File: src/hw/rtl/hdlf_pkg.sv
// hdlf_pkg: shared types, codes and constants of the hex dump line formatter
// no dependencies; imported by hdlf_char_unit, hdlf_seq and hex_dump_line_formatter
package hdlf_pkg;

    // widths fixed by the field definitions
    localparam int BYTE_W  = 8;
    localparam int LIMIT_W = 9;
    localparam int CNT_W   = 4;

    // character constants
    localparam logic [BYTE_W-1:0] CHAR_SPACE = 8'h20;
    localparam logic [BYTE_W-1:0] CHAR_DOT   = 8'h2E;
    localparam logic [BYTE_W-1:0] CHAR_LF    = 8'h0A;
    localparam logic [BYTE_W-1:0] HEX_ALPHA  = 8'h37;
    localparam logic [BYTE_W-1:0] HEX_NUM    = 8'h30;

    // input action codes
    localparam logic ACT_APPEND = 1'b0;
    localparam logic ACT_FLUSH  = 1'b1;

    // configuration register indexes
    localparam logic CFG_PRINTABLE_LOW   = 1'b0;
    localparam logic CFG_PRINTABLE_LIMIT = 1'b1;

    // sequencer states
    typedef enum logic [1:0] {
        ST_IDLE,
        ST_HEX,
        ST_ASC,
        ST_LF
    } t_state;

    // what the character unit produces this cycle
    typedef enum logic [2:0] {
        K_HEX_HI,
        K_HEX_LO,
        K_SPACE,
        K_ASC,
        K_LF
    } t_kind;

    // control from sequencer to datapath
    typedef struct packed {
        logic  idle;
        logic  emit;
        t_kind kind;
    } t_seq_ctl;

    // uppercase hex digit of a nibble
    function automatic logic [BYTE_W-1:0] hex_digit(input logic [3:0] nib);
        logic [BYTE_W-1:0] ext;
        ext = {4'h0, nib};
        hex_digit = (nib > 4'd9) ? (ext + HEX_ALPHA) : (ext + HEX_NUM);
    endfunction

endpackage

File: src/hw/rtl/hdlf_char_unit.sv
// hdlf_char_unit: shared formatter that turns one held byte into one line character
// depends on hdlf_pkg
module hdlf_char_unit (
    input  hdlf_pkg::t_kind                 i_kind,
    input  logic                            i_held,
    input  logic [hdlf_pkg::BYTE_W-1:0]     i_byte,
    input  logic [hdlf_pkg::BYTE_W-1:0]     i_low,
    input  logic [hdlf_pkg::LIMIT_W-1:0]    i_limit,
    output logic [hdlf_pkg::BYTE_W-1:0]     o_char
);
    import hdlf_pkg::*;

    logic w_dot;

    // outside the printable window
    assign w_dot = (i_byte < i_low) || ({1'b0, i_byte} >= i_limit);

    // character select
    always_comb begin
        case (i_kind)
            K_HEX_HI: o_char = i_held ? hex_digit(i_byte[7:4]) : CHAR_SPACE;
            K_HEX_LO: o_char = i_held ? hex_digit(i_byte[3:0]) : CHAR_SPACE;
            K_SPACE:  o_char = CHAR_SPACE;
            K_ASC:    o_char = !i_held ? CHAR_SPACE : (w_dot ? CHAR_DOT : i_byte);
            K_LF:     o_char = CHAR_LF;
            default:  o_char = CHAR_SPACE;
        endcase
    end

endmodule

File: src/hw/rtl/hdlf_seq.sv
// hdlf_seq: line sequencer stepping through hex area, ascii column and line feed
// depends on hdlf_pkg
module hdlf_seq #(
    parameter int BYTES_PER_LINE = 8,
    parameter int IDX_W          = 3
) (
    input  logic                 i_clk,
    input  logic                 i_rst_n,
    input  logic                 i_start,
    input  logic                 i_adv,
    output hdlf_pkg::t_seq_ctl   o_ctl,
    output logic [IDX_W-1:0]     o_idx
);
    import hdlf_pkg::*;

    localparam logic [IDX_W-1:0] LAST_IDX = IDX_W'(BYTES_PER_LINE - 1);

    t_state           r_state, n_state;
    logic [IDX_W-1:0] r_idx, n_idx;
    logic [1:0]       r_sub, n_sub;

    // next state
    always_comb begin
        n_state = r_state;
        n_idx   = r_idx;
        n_sub   = r_sub;
        case (r_state)
            ST_IDLE: begin
                if (i_start) begin
                    n_state = ST_HEX;
                    n_idx   = '0;
                    n_sub   = '0;
                end
            end
            ST_HEX: begin
                if (i_adv) begin
                    if (r_sub == 2'd2) begin
                        n_sub = '0;
                        if (r_idx == LAST_IDX) begin
                            n_state = ST_ASC;
                            n_idx   = '0;
                        end else begin
                            n_idx = r_idx + 1'b1;
                        end
                    end else begin
                        n_sub = r_sub + 1'b1;
                    end
                end
            end
            ST_ASC: begin
                if (i_adv) begin
                    if (r_idx == LAST_IDX) begin
                        n_state = ST_LF;
                    end else begin
                        n_idx = r_idx + 1'b1;
                    end
                end
            end
            ST_LF: begin
                if (i_adv) begin
                    n_state = ST_IDLE;
                end
            end
            default: n_state = ST_IDLE;
        endcase
    end

    // outputs
    always_comb begin
        o_ctl.idle = 1'b0;
        o_ctl.emit = 1'b1;
        o_ctl.kind = K_SPACE;
        case (r_state)
            ST_IDLE: begin
                o_ctl.idle = 1'b1;
                o_ctl.emit = 1'b0;
            end
            ST_HEX: begin
                case (r_sub)
                    2'd0:    o_ctl.kind = K_HEX_HI;
                    2'd1:    o_ctl.kind = K_HEX_LO;
                    default: o_ctl.kind = K_SPACE;
                endcase
            end
            ST_ASC:  o_ctl.kind = K_ASC;
            ST_LF:   o_ctl.kind = K_LF;
            default: o_ctl.emit = 1'b0;
        endcase
    end

    assign o_idx = r_idx;

    // state registers
    always_ff @(posedge i_clk) begin
        if (!i_rst_n) begin
            r_state <= ST_IDLE;
            r_idx   <= '0;
            r_sub   <= '0;
        end else begin
            r_state <= n_state;
            r_idx   <= n_idx;
            r_sub   <= n_sub;
        end
    end

endmodule

File: src/hw/rtl/hex_dump_line_formatter.sv
// Hex dump line formatter. Data bytes are gathered into a line of BYTES_PER_LINE entries; when
// the line fills, or on a flush beat while bytes are held, the line goes out one character per
// beat: two uppercase hex digits and a space per byte, an ascii column ('.' outside the window
// printable_low .. printable_limit-1), spaces for unheld positions and a closing line feed
// flagged by o_line_end. After the completing or flushing beat the line goes out one character
// per cycle, while the output is not stalled, through a single shared character unit into the
// output register; input ready stays low until the line feed has entered the output register,
// so also through any output stall. A flush with nothing held emits nothing.
// Depends on hdlf_pkg, hdlf_seq and hdlf_char_unit.
module hex_dump_line_formatter #(
    parameter int BYTES_PER_LINE = 8
) (
    input  logic                            i_clk,
    input  logic                            i_rst_n,
    // configuration
    input  logic                            i_cfg_we,
    input  logic                            i_cfg_index,
    input  logic [hdlf_pkg::LIMIT_W-1:0]    i_cfg_wdata,
    // input beats
    input  logic                            i_in_valid,
    output logic                            o_in_ready,
    input  logic                            i_action,
    input  logic [hdlf_pkg::BYTE_W-1:0]     i_data_byte,
    // output beats
    output logic                            o_out_valid,
    input  logic                            i_out_ready,
    output logic [hdlf_pkg::BYTE_W-1:0]     o_out_char,
    output logic                            o_line_end
);
    import hdlf_pkg::*;

    localparam int IDX_W = (BYTES_PER_LINE > 1) ? $clog2(BYTES_PER_LINE) : 1;
    localparam logic [CNT_W-1:0] FULL_CNT = CNT_W'(BYTES_PER_LINE);

    logic [BYTE_W-1:0]  r_low;
    logic [LIMIT_W-1:0] r_limit;
    logic [BYTE_W-1:0]  r_store [0:BYTES_PER_LINE-1];
    logic [CNT_W-1:0]   r_held, n_held;
    logic [CNT_W-1:0]   r_line_cnt;
    logic [BYTE_W-1:0]  r_out_char;
    logic               r_line_end;
    logic               r_out_valid;

    t_seq_ctl           w_ctl;
    logic [IDX_W-1:0]   w_idx;
    logic               w_accept, w_append, w_start, w_adv, w_held;
    logic [CNT_W-1:0]   w_held_inc;
    logic [BYTE_W-1:0]  w_char;

    // input handshake
    assign o_in_ready = w_ctl.idle;
    assign w_accept   = i_in_valid && o_in_ready;
    assign w_append   = w_accept && (i_action == ACT_APPEND);
    assign w_held_inc = r_held + 1'b1;
    assign w_start    = (w_append && (w_held_inc == FULL_CNT))
                     || (w_accept && (i_action == ACT_FLUSH) && (r_held != '0));

    // output register frees up when empty or taken
    assign w_adv = !r_out_valid || i_out_ready;

    hdlf_seq #(
        .BYTES_PER_LINE (BYTES_PER_LINE),
        .IDX_W          (IDX_W)
    ) u_seq (
        .i_clk   (i_clk),
        .i_rst_n (i_rst_n),
        .i_start (w_start),
        .i_adv   (w_adv),
        .o_ctl   (w_ctl),
        .o_idx   (w_idx)
    );

    assign w_held = CNT_W'(w_idx) < r_line_cnt;

    hdlf_char_unit u_char (
        .i_kind  (w_ctl.kind),
        .i_held  (w_held),
        .i_byte  (r_store[w_idx]),
        .i_low   (r_low),
        .i_limit (r_limit),
        .o_char  (w_char)
    );

    // configuration registers
    always_ff @(posedge i_clk) begin
        if (!i_rst_n) begin
            r_low   <= 8'd32;
            r_limit <= 9'd128;
        end else if (i_cfg_we) begin
            case (i_cfg_index)
                CFG_PRINTABLE_LOW:   r_low   <= i_cfg_wdata[BYTE_W-1:0];
                CFG_PRINTABLE_LIMIT: r_limit <= i_cfg_wdata;
                default: ;
            endcase
        end
    end

    // line store
    always_ff @(posedge i_clk) begin
        if (w_append) begin
            r_store[r_held[IDX_W-1:0]] <= i_data_byte;
        end
    end

    // held count
    always_comb begin
        n_held = r_held;
        if (w_start) begin
            n_held = '0;
        end else if (w_append) begin
            n_held = w_held_inc;
        end
    end

    always_ff @(posedge i_clk) begin
        if (!i_rst_n) begin
            r_held     <= '0;
            r_line_cnt <= '0;
        end else begin
            r_held <= n_held;
            if (w_start) begin
                r_line_cnt <= w_append ? w_held_inc : r_held;
            end
        end
    end

    // output register
    always_ff @(posedge i_clk) begin
        if (!i_rst_n) begin
            r_out_valid <= 1'b0;
        end else if (w_ctl.emit && w_adv) begin
            r_out_valid <= 1'b1;
        end else if (i_out_ready) begin
            r_out_valid <= 1'b0;
        end
    end

    always_ff @(posedge i_clk) begin
        if (w_ctl.emit && w_adv) begin
            r_out_char <= w_char;
            r_line_end <= (w_ctl.kind == K_LF);
        end
    end

    assign o_out_valid = r_out_valid;
    assign o_out_char  = r_out_char;
    assign o_line_end  = r_line_end;

    // held count never reaches a full line
    a_held_below_full: assert property (@(posedge i_clk) disable iff (!i_rst_n)
        r_held < FULL_CNT)
        else $error("held count reached a full line");

    // nothing is held while a line goes out
    a_empty_while_busy: assert property (@(posedge i_clk) disable iff (!i_rst_n)
        !o_in_ready |-> (r_held == '0))
        else $error("bytes held during emission");

    // a line in flight always has something to show
    a_line_nonempty: assert property (@(posedge i_clk) disable iff (!i_rst_n)
        !o_in_ready |-> (r_line_cnt != '0))
        else $error("empty line emitted");

    // returning to idle follows the line feed beat
    a_ready_after_lf: assert property (@(posedge i_clk) disable iff (!i_rst_n)
        $rose(o_in_ready) |-> (o_out_valid && o_line_end))
        else $error("ready without line feed");

endmodule
File: config.mk
export PLATFORM = sky130hd
export DESIGN_NAME = hex_dump_line_formatter
export DESIGN_NICKNAME = d
export VERILOG_FILES = /design/src/hw/rtl/hdlf_pkg.sv /design/src/hw/rtl/hdlf_char_unit.sv /design/src/hw/rtl/hdlf_seq.sv /design/src/hw/rtl/hex_dump_line_formatter.sv
export SDC_FILE = /design/constraint.sdc
export NUM_CORES = 1
export LEC_CHECK = 0
export BUFFER_PORTS_ARGS = -buffer_cell sky130_fd_sc_hd__buf_2
export CAP_MARGIN = 20
export CORE_MARGIN = 2
export CORE_UTILIZATION = 55
export CTS_CLUSTER_DIAMETER = 30
export DETAILED_ROUTE_END_ITERATION = 8
export PLACE_DENSITY_LB_ADDON = 0.3
export SLEW_MARGIN = 20
export SYNTH_ARGS = -nofsm -noshare
export SYNTH_HDL_FRONTEND = slang
export SYNTH_SLANG_ARGS = --single-unit
File: constraint.sdc
create_clock -name i_clk -period 3.8 [get_ports i_clk]
set_input_delay 0.19 -clock i_clk [delete_from_list [all_inputs] [get_ports i_clk]]
set_output_delay 0.19 -clock i_clk [all_outputs]
set_load 0.01 [all_outputs]
After elaboration in Yosys (flattened, before gate mapping)
Memory sizes are Yosys's and may differ from the RTL's. A register that Yosys moved wholly into a read port is not among the register bits.
Cells that the tools add are included.
Storage, ports and cells
  register bits after elaboration: 42
  latch bits: 0
  memory bits (writable): 64
  memory bits (read-only): 0
  output and inout bits: 11
  logic and storage cells: 103
  memories: 1
Memory list
  r_store: words 8, width 8, read ports 1, clocked after memory_dff 1, write ports 1, RTL line hex_dump_line_formatter.sv:37  | logic [BYTE_W-1:0] r_store [0:BYTES_PER_LINE-1];
Operators by class
  $add $sub $neg: 7
  $mul: 0
  div/mod/pow operators: 0
  order comparisons: 5
  equality and inequality tests: 18
  shift-type cells: 0
  muxes and demuxes: 36
  bitwise gates (word level): 3
  reduce and logical (&&, ||, !) cells: 23
Operators with widths (count)
  $mux 8: 6
  $pmux 8 s4: 1
  $add 4x6->7 const B: 4
  $mux 3: 8
  $mux 2: 11
  $pmux 3 s3: 2
  $ge 8x9->1: 1
  $gt 4x4->1 const B: 2
  $lt 8x8->1: 1
  $ne 2x1->1 const B: 4
  $ne 2x2->1 const B: 4
  $pmux 2 s2: 2
  $pmux 2 s4: 1
  $reduce_and 7->1: 1
  $eq 2x2->1 const B: 3
  $eq 3x3->1 const B: 2
  $logic_and 1x1->1: 6
  $reduce_and 6->1: 1
  $add 4x1->4 const B: 1
  $eq 2x1->1 const B: 2
  $eq 4x4->1 const B: 1
  $logic_not 2->1: 2
  $lt 3x4->1: 1
  $mux 1: 4
  15 further kinds: 21

Logic depth before layout (Yosys ltp)
Gate-level depths: netlist of the first run.
  depth in word-level cells: 10
  gate-level depth with buffers: 12
  mapped depth without buffers: 10

Hierarchy
A second synthesis of the first run with hierarchy kept.
Second synthesis, totals
  cell total of the unflattened synthesis: 431
  area total of the unflattened synthesis: 5276.3 sq um
By module, submodules not included
  hex_dump_line_formatter: times used 1, cells each 249, area each 3918.8 sq um
  hdlf_char_unit: times used 1, cells each 116, area each 787.0 sq um
  hdlf_seq: times used 1, cells each 66, area each 570.5 sq um

Least setup slack after synthesis of the first run
OpenSTA, ideal clock, no wires.
  path type: reg-to-reg
  start: register with a tool-made name
  end: register r_out_char[5] (netlist: o_out_char[5]) (data pin)
  setup time: 0.272 ns
  data arrival time: 3.022 ns
  required time: 3.528 ns
  path slack: 0.506 ns
  stages on the path, launching flop included: 12
  path buffers: 1
  period minus slack after synthesis: 3.294 ns
  cells stage by stage: dfxtp_1 > bufbuf_8 > mux4_2 > mux2i_1 > inv_1 > ha_1 > nor2b_1 > o211ai_1 > a21oi_1 > o32ai_4 > o31a_1 > or4b_1
RTL lines
  to (signal assigned): RTL line hex_dump_line_formatter.sv:140  | r_out_char <= w_char;
  to (decl): RTL line hex_dump_line_formatter.sv:40  | logic [BYTE_W-1:0] r_out_char;

==> results of run 1 <==
-- power by group --
group	switching (mW)	leakage (nW)	total [mW]	internal [mW]
clock network	0.391	0.0971	0.702	0.311
logic	0.375	1.07	0.613	0.239
registers	0.0411	0.955	1.40	1.36
total	0.807	2.12	2.71	1.91
-- timing repair --
item / in CTS / in global routing
endpoints found under the setup margin: 0 / 1
gates resized for setup: 0 / 1
hold buffers: 0 / 0
endpoints found under the hold margin: 0 / 0
-- worst max-delay path: cells and delay by family, from the launching register on --
family	cells	cell delay, ps
AO/OA/AOI/OAI	4	700
adder cells (fa/ha/maj)	1	320
buffers and inverters	2	360
flip-flops	1	370
multiplexers	2	850
AND/OR/NAND/NOR	2	620
-- cells in the mapped netlist, drive strengths merged, types with 2 or more instances --
cell type,number
dfxtp,36
a21oi,12
nand2b,8
mux4,16
inv,30
nor3b,2
a221o,3
clkbuf,7
a211oi,2
a21boi,21
and3,2
nand2,55
o21ai,10
or4b,2
ha,31
nand4,3
o211ai,11
o211a,4
nor2b,7
nor3,8
buf,7
and3b,2
nand3,7
xnor2,5
mux2,5
mux2i,8
o21bai,2
nor4,2
and2,3
or3,3
edfxtp,73
o21a,5
nor2,25
-- cell families (layout without fill, tap and decap cells) --
kind of cell    Yosys count  in the layout
compound gates           84             84
mux                      29             29
xor+xnor                  6              6
simple gates            130            130
fa+ha+maj                31             31
flops                   109            109
buf+inv                  45             90
-- cells in the final DEF, fill, tap and decap left out, types with 4 or more instances in the layout --
cell type | Yosys | final
a21boi_0 | 17 | 17
a21boi_1 | 4 | 4
a21oi_1 | 11 | 11
buf_2 | 4 | 34
buf_4 | 1 | 9
clkbuf_8 | 1 | 9
dfxtp_1 | 36 | 35
edfxtp_1 | 73 | 73
ha_1 | 31 | 31
inv_1 | 29 | 29
mux2_2 | 5 | 5
mux2i_1 | 6 | 6
mux4_2 | 14 | 14
nand2_1 | 55 | 55
nand2b_1 | 8 | 8
nand3_1 | 7 | 7
nor2_1 | 25 | 25
nor2b_1 | 7 | 7
nor3_1 | 7 | 7
o211a_1 | 4 | 4
o211ai_1 | 11 | 11
o21a_1 | 5 | 5
o21ai_0 | 7 | 7
xnor2_1 | 5 | 5
-- layout make-up --
cell class              instances  area [um2]
flip-flops and latches        109        2910
multi-input cells             280        2240
clock inverters                 6        72.6
repair buffers                 44         258
well taps                     133         166
fillers                       792        3750
clock buffers                  10         128
inverters                      30         113
-- through the flow --
step	hold WS, ps	total power [mW]
global placement	432	2.01
global route	64.7	2.85
finish	68.5	2.71
floorplan	289	1.84
CTS	51.9	2.73
detailed placement	450	2.03
-- state kept, by name, indices dropped and copies added (netlist names), named ones only --
name	count
r_line_cnt	4
u_seq.r_state	2
r_held	4
r_low	8
o_line_end	1
o_out_char	8
u_seq.o_idx	3
o_out_valid	1
r_store	64
u_seq.r_sub	2
r_limit	9
-- worst paths after layout --
kind | endpoint | slack, ps
hold / removal | r_low[0] | 70
setup reg to reg | o_out_char[5] | 320
hold reg to reg | r_limit[8] | 470
setup / recovery | o_out_char[5] | 320
-- routing by layer --
| metal | global-route usage (%) | vias to the layer above |
|---|---|---|
| li1 | - | 1691 |
| met1 | 30.3 | 1670 |
| met2 | 32.5 | 100 |
| met3 | 4.75 | 11 |
| met4 | 5.77 | 0 |
| met5 | 0 | - |
==> metrics.csv, run 1 <==
metric;value;unit
Post-synth EDFFs;73;
slowest cell delay on critical path;550;ps
WL met3;602;um
vias in the first global route;3404;
Post-CTS Setup Bufs;0;
Die ar.;10600;um2
first-pass GRT wire length;16.7;mm
port bufs;34;
CP endpoint kind;register;
adder-cell share of the synthesized area;7.22;%
DP Worst Slack;236;ps
Max-cap violations;0;
Synth Area in Compound Gates;11.8;%
hold crit path type;input pin to register;
DP Wirelength;7.43;mm
antenna viol nets, final;0;
Async SR Flop Fraction;0;%
Clock Skew;11.6;ps
Critical Path AT;3600;ps
initial drt markers;182;
Inst Count DP;596;
share of layout cells above drive strength 1;18.0;%
TNS Setup;0;ps
antenna violations before repair;0;
HP Start;i_cfg_wdata[0];
ys flop type;edfxtp_1;
reg2reg path depth;11;
maximum vdd ir drop;0.416;mV
io pins;35;
clk sinks;109;
crit-path max FO;20;
period utilization;91.5;%
Unique masters post-synth;61;
Critical Path RT;3920;ps
RSZ-0062 raised after global routing;no;
Hold Fails Final Rpt;0;
Vias;3472;
largest family of logic cells by synthesized area;simple AND/OR/NAND/NOR gates;
largest net degree at the start of global routing;31;
PD cells;460;nW/um2
gr usage total;21.0;%
placed inst area;5690;um2
Die Ht;103;um
#FFs+latches synth;109;
Final Slew Violations;0;
Final Worst Setup Slack;322;ps
top layer reached by signal wires;met4;
synthesized netlist net count;489;
Core Box Area;9640;um2
outcome;finished clean;
die outline width;103;um
Initial Util;55.7;%
Routed Wire Length;10.3;mm
fin nets;529;
setup violators final;0;
post-layout util;61.1;%
ant diodes;0;
row cnt;36;
Simple-Gate Fraction of Synth Area;11.9;%
share of the synthesized area in the top cell type;40.8;%
DR DRC count;0;
Final Non-Filler Cells;612;
dominant cell type by area after synthesis;edfxtp_1;
met2 WL;4.75;mm
Longest Clk Path Bufs;2;
Layout area overhead;9.69;%
Tmin final;3480;ps
kind of critical path;register to register;
Slew @ Worst Pin;927;ps
clock slew at reported path FFs;100;ps
Initial DRT Pass Iterations;5;
cell count of the worst hold path;3;
post-synthesis mux area share;9.85;%
synth warn;0;
Syn Inst Count;434;
WL met1;4.80;mm
syn_area_per_cell;12.4;um2
Worst Setup Start Kind;register;
critical-path cell list;buf_12 > mux4_2 > mux2i_1 > inv_1 > ha_1 > nor2b_1 > o211ai_1 > a21oi_1 > o32ai_4 > o31a_1 > or4b_1;
maximum clock rate;0.287;GHz
Leak;2.12;nW
Final Cell Area;5890;um2
H-tree depth;3;
total grt overflow;0;
CTS root buf;clkbuf_8;
detail-routed via count per cell;5.67;
WL/cell;16.8;um
Synth area leaders;edfxtp_1 (41%), dfxtp_1 (13%), ha_1 (7.2%);
TritonCTS clock tree;done;
slowest CP cell;mux4_2;
later-pin clock latency in the skew report;370;ps
XOR/XNOR Fraction of Synth Area;0.978;%
TritonCTS Buffers;9;
GP Congestion;0.880;
post-synthesis sequential area ratio;54.2;%
slew margin rel.;38.0;%
area of the mapped netlist;5370;um2
Note: power is estimated with default switching activity, not from simulation.
==> run 2, diff against run 1 <==
--- a/config.mk
+++ b/config.mk
@@ -12,6 +12,7 @@
 export CTS_CLUSTER_DIAMETER = 30
 export DETAILED_ROUTE_END_ITERATION = 8
 export PLACE_DENSITY_LB_ADDON = 0.3
+export RECOVER_POWER = 25
 export SLEW_MARGIN = 20
 export SYNTH_ARGS = -nofsm -noshare
 export SYNTH_HDL_FRONTEND = slang
==> run 2 against run 1 <==
Fmax is 0.32% lower; critical endpoint unchanged; via count is 0.14% lower; non-clock buffer count stayed put; sequential power hardly changed; worst setup slack worse by 11 ps; largest power group unchanged.
==> metrics.csv, run 2 (synthesis gave the netlist of run 1 again) <==
metric;value;unit
most frequent cells in the layout;edfxtp_1 (73), nand2_1 (55), dfxtp_1 (35);
TNS Setup;0;ps
TritonCTS clock tree;done;
antenna violations before repair;0;
Clock Skew;11.9;ps
Longest Clk Path Bufs;2;
DR DRC count;0;
ant diodes;0;
PD cells;461;nW/um2
clock share of power;25.9;%
Reg power frac;51.5;%
Final Slew Violations;0;
Max-cap violations;0;
WL/cell;16.8;um
later-pin clock latency in the skew report;380;ps
reg2reg path depth;11;
GP Congestion;0.880;
P_int;1.90;mW
io pins;35;
largest net degree at the start of global routing;31;
hold crit path type;input pin to register;
CP endpoint kind;register;
maximum vdd ir drop;0.417;mV
initial drt markers;204;
vias in the first global route;3404;
combinational power share;22.6;%
most common cell after layout, fill and taps aside;edfxtp_1;
critical-path cell list;buf_12 > mux4_2 > mux2i_1 > inv_1 > ha_1 > nor2b_1 > o211ai_1 > a21oi_1 > o32ai_4 > o31a_1 > or4b_1;
TritonCTS Buffers;9;
outcome;finished clean;
share of layout cells above drive strength 1;16.3;%
Bufs and invs on worst path;2;
Final Non-Filler Cells;612;
Die ar.;10600;um2
Initial Util;55.7;%
DP Worst Slack;236;ps
stages on the worst setup path;11;
HP Start;i_cfg_wdata[0];
Sw Pwr;808;uW
Routed Wire Length;10.3;mm
CP top delay family;multiplexers;
CTS root buf;clkbuf_8;
DP Wirelength;7.43;mm
post-layout util;61.0;%
row cnt;36;
fin nets;529;
Core Box Area;9640;um2
Initial DRT Pass Iterations;5;
Inst Count DP;596;
Leak;2.10;nW
total grt overflow;0;
Critical Path AT;3610;ps
kind of critical path;register to register;
crit-path max FO;20;
Slew @ Worst Pin;926;ps
max reg flops;64;
Final Worst Setup Slack;311;ps
Critical Path RT;3920;ps
setup violators final;0;
maximum clock rate;0.287;GHz
detail-routed via count per cell;5.67;
slowest CP cell;mux4_2;
cell count of the worst hold path;3;
Post-CTS Setup Bufs;0;
slew margin rel.;38.0;%
Vias;3467;
port bufs;34;
hold_buf cts;0;
Tmin final;3490;ps
Die Ht;103;um
clock slew at reported path FFs;100;ps
H-tree depth;3;
first-pass GRT wire length;16.7;mm
Worst Setup Start Kind;register;
slowest cell delay on critical path;550;ps
total power;2.71;mW
RSZ-0062 raised after global routing;no;
gr usage total;21.0;%
period utilization;91.8;%
clk sinks;109;
Layout area overhead;9.50;%
Switching Fraction;29.8;%
antenna viol nets, final;0;
Hold Fails Final Rpt;0;
die outline width;103;um
[run 2: cell count changes in the layout (fill, tap and decap cells not counted)]
| cell | delta |
|---|---|
| clkbuf_1 | +8 |
| buf_2 | -8 |
[run 2: layout make-up]
| type | instances | area (um2) |
|---|---|---|
| Sequential cell | 109 | 2910 |
| Timing Repair Buffer | 44 | 248 |
| Clock buffer | 10 | 128 |
| Clock inverter | 6 | 72.6 |
| Multi-Input combinational cell | 280 | 2240 |
| Tap cell | 133 | 166 |
| Inverter | 30 | 113 |
| Fill cell | 794 | 3760 |
[run 2: worst paths after layout]
| check | slack (ps) | endpoint |
|---|---|---|
| worst max-delay path | 310 | o_out_char[5] |
| worst min-delay path | 70 | r_low[0] |
| worst min register to register | 470 | r_limit[8] |
| worst max register to register | 310 | o_out_char[5] |
[run 2: power by group through the flow]
stage               clock [mW]  combinational (mW)  sequential (mW)
floorplan                    0               0.408             1.43
global placement             0               0.585             1.42
detailed placement           0               0.603             1.42
global route             0.766               0.681             1.41
CTS                      0.723               0.608             1.40
finish                   0.703               0.612             1.40
[run 2: timing repair]
item                       in CTS  in global routing
hold endpoints to repair        0                  0
setup endpoints to repair       0                  1
gates resized for setup         0                  1
[run 2: worst min-delay path: cells and delay by family]
family,cells,cell delay [ps]
compound gates,1,60
buf+inv,1,100
simple gates,1,40
[run 2: routing by layer]
| layer | global-route usage [%] | wire length [um] |
|---|---|---|
| met2 | 32.5 | 4740 |
| met4 | 5.77 | 129 |
| met3 | 4.75 | 583 |
| met5 | 0 | 0 |
| met1 | 30.3 | 4820 |
[run 2: through the flow]
step,hold WS [ps],instance area [um2]
global placement,432,5690
CTS,51.9,5890
detailed placement,450,5690
global route,68.5,5880
floorplan,289,5370
finish,67.6,5880
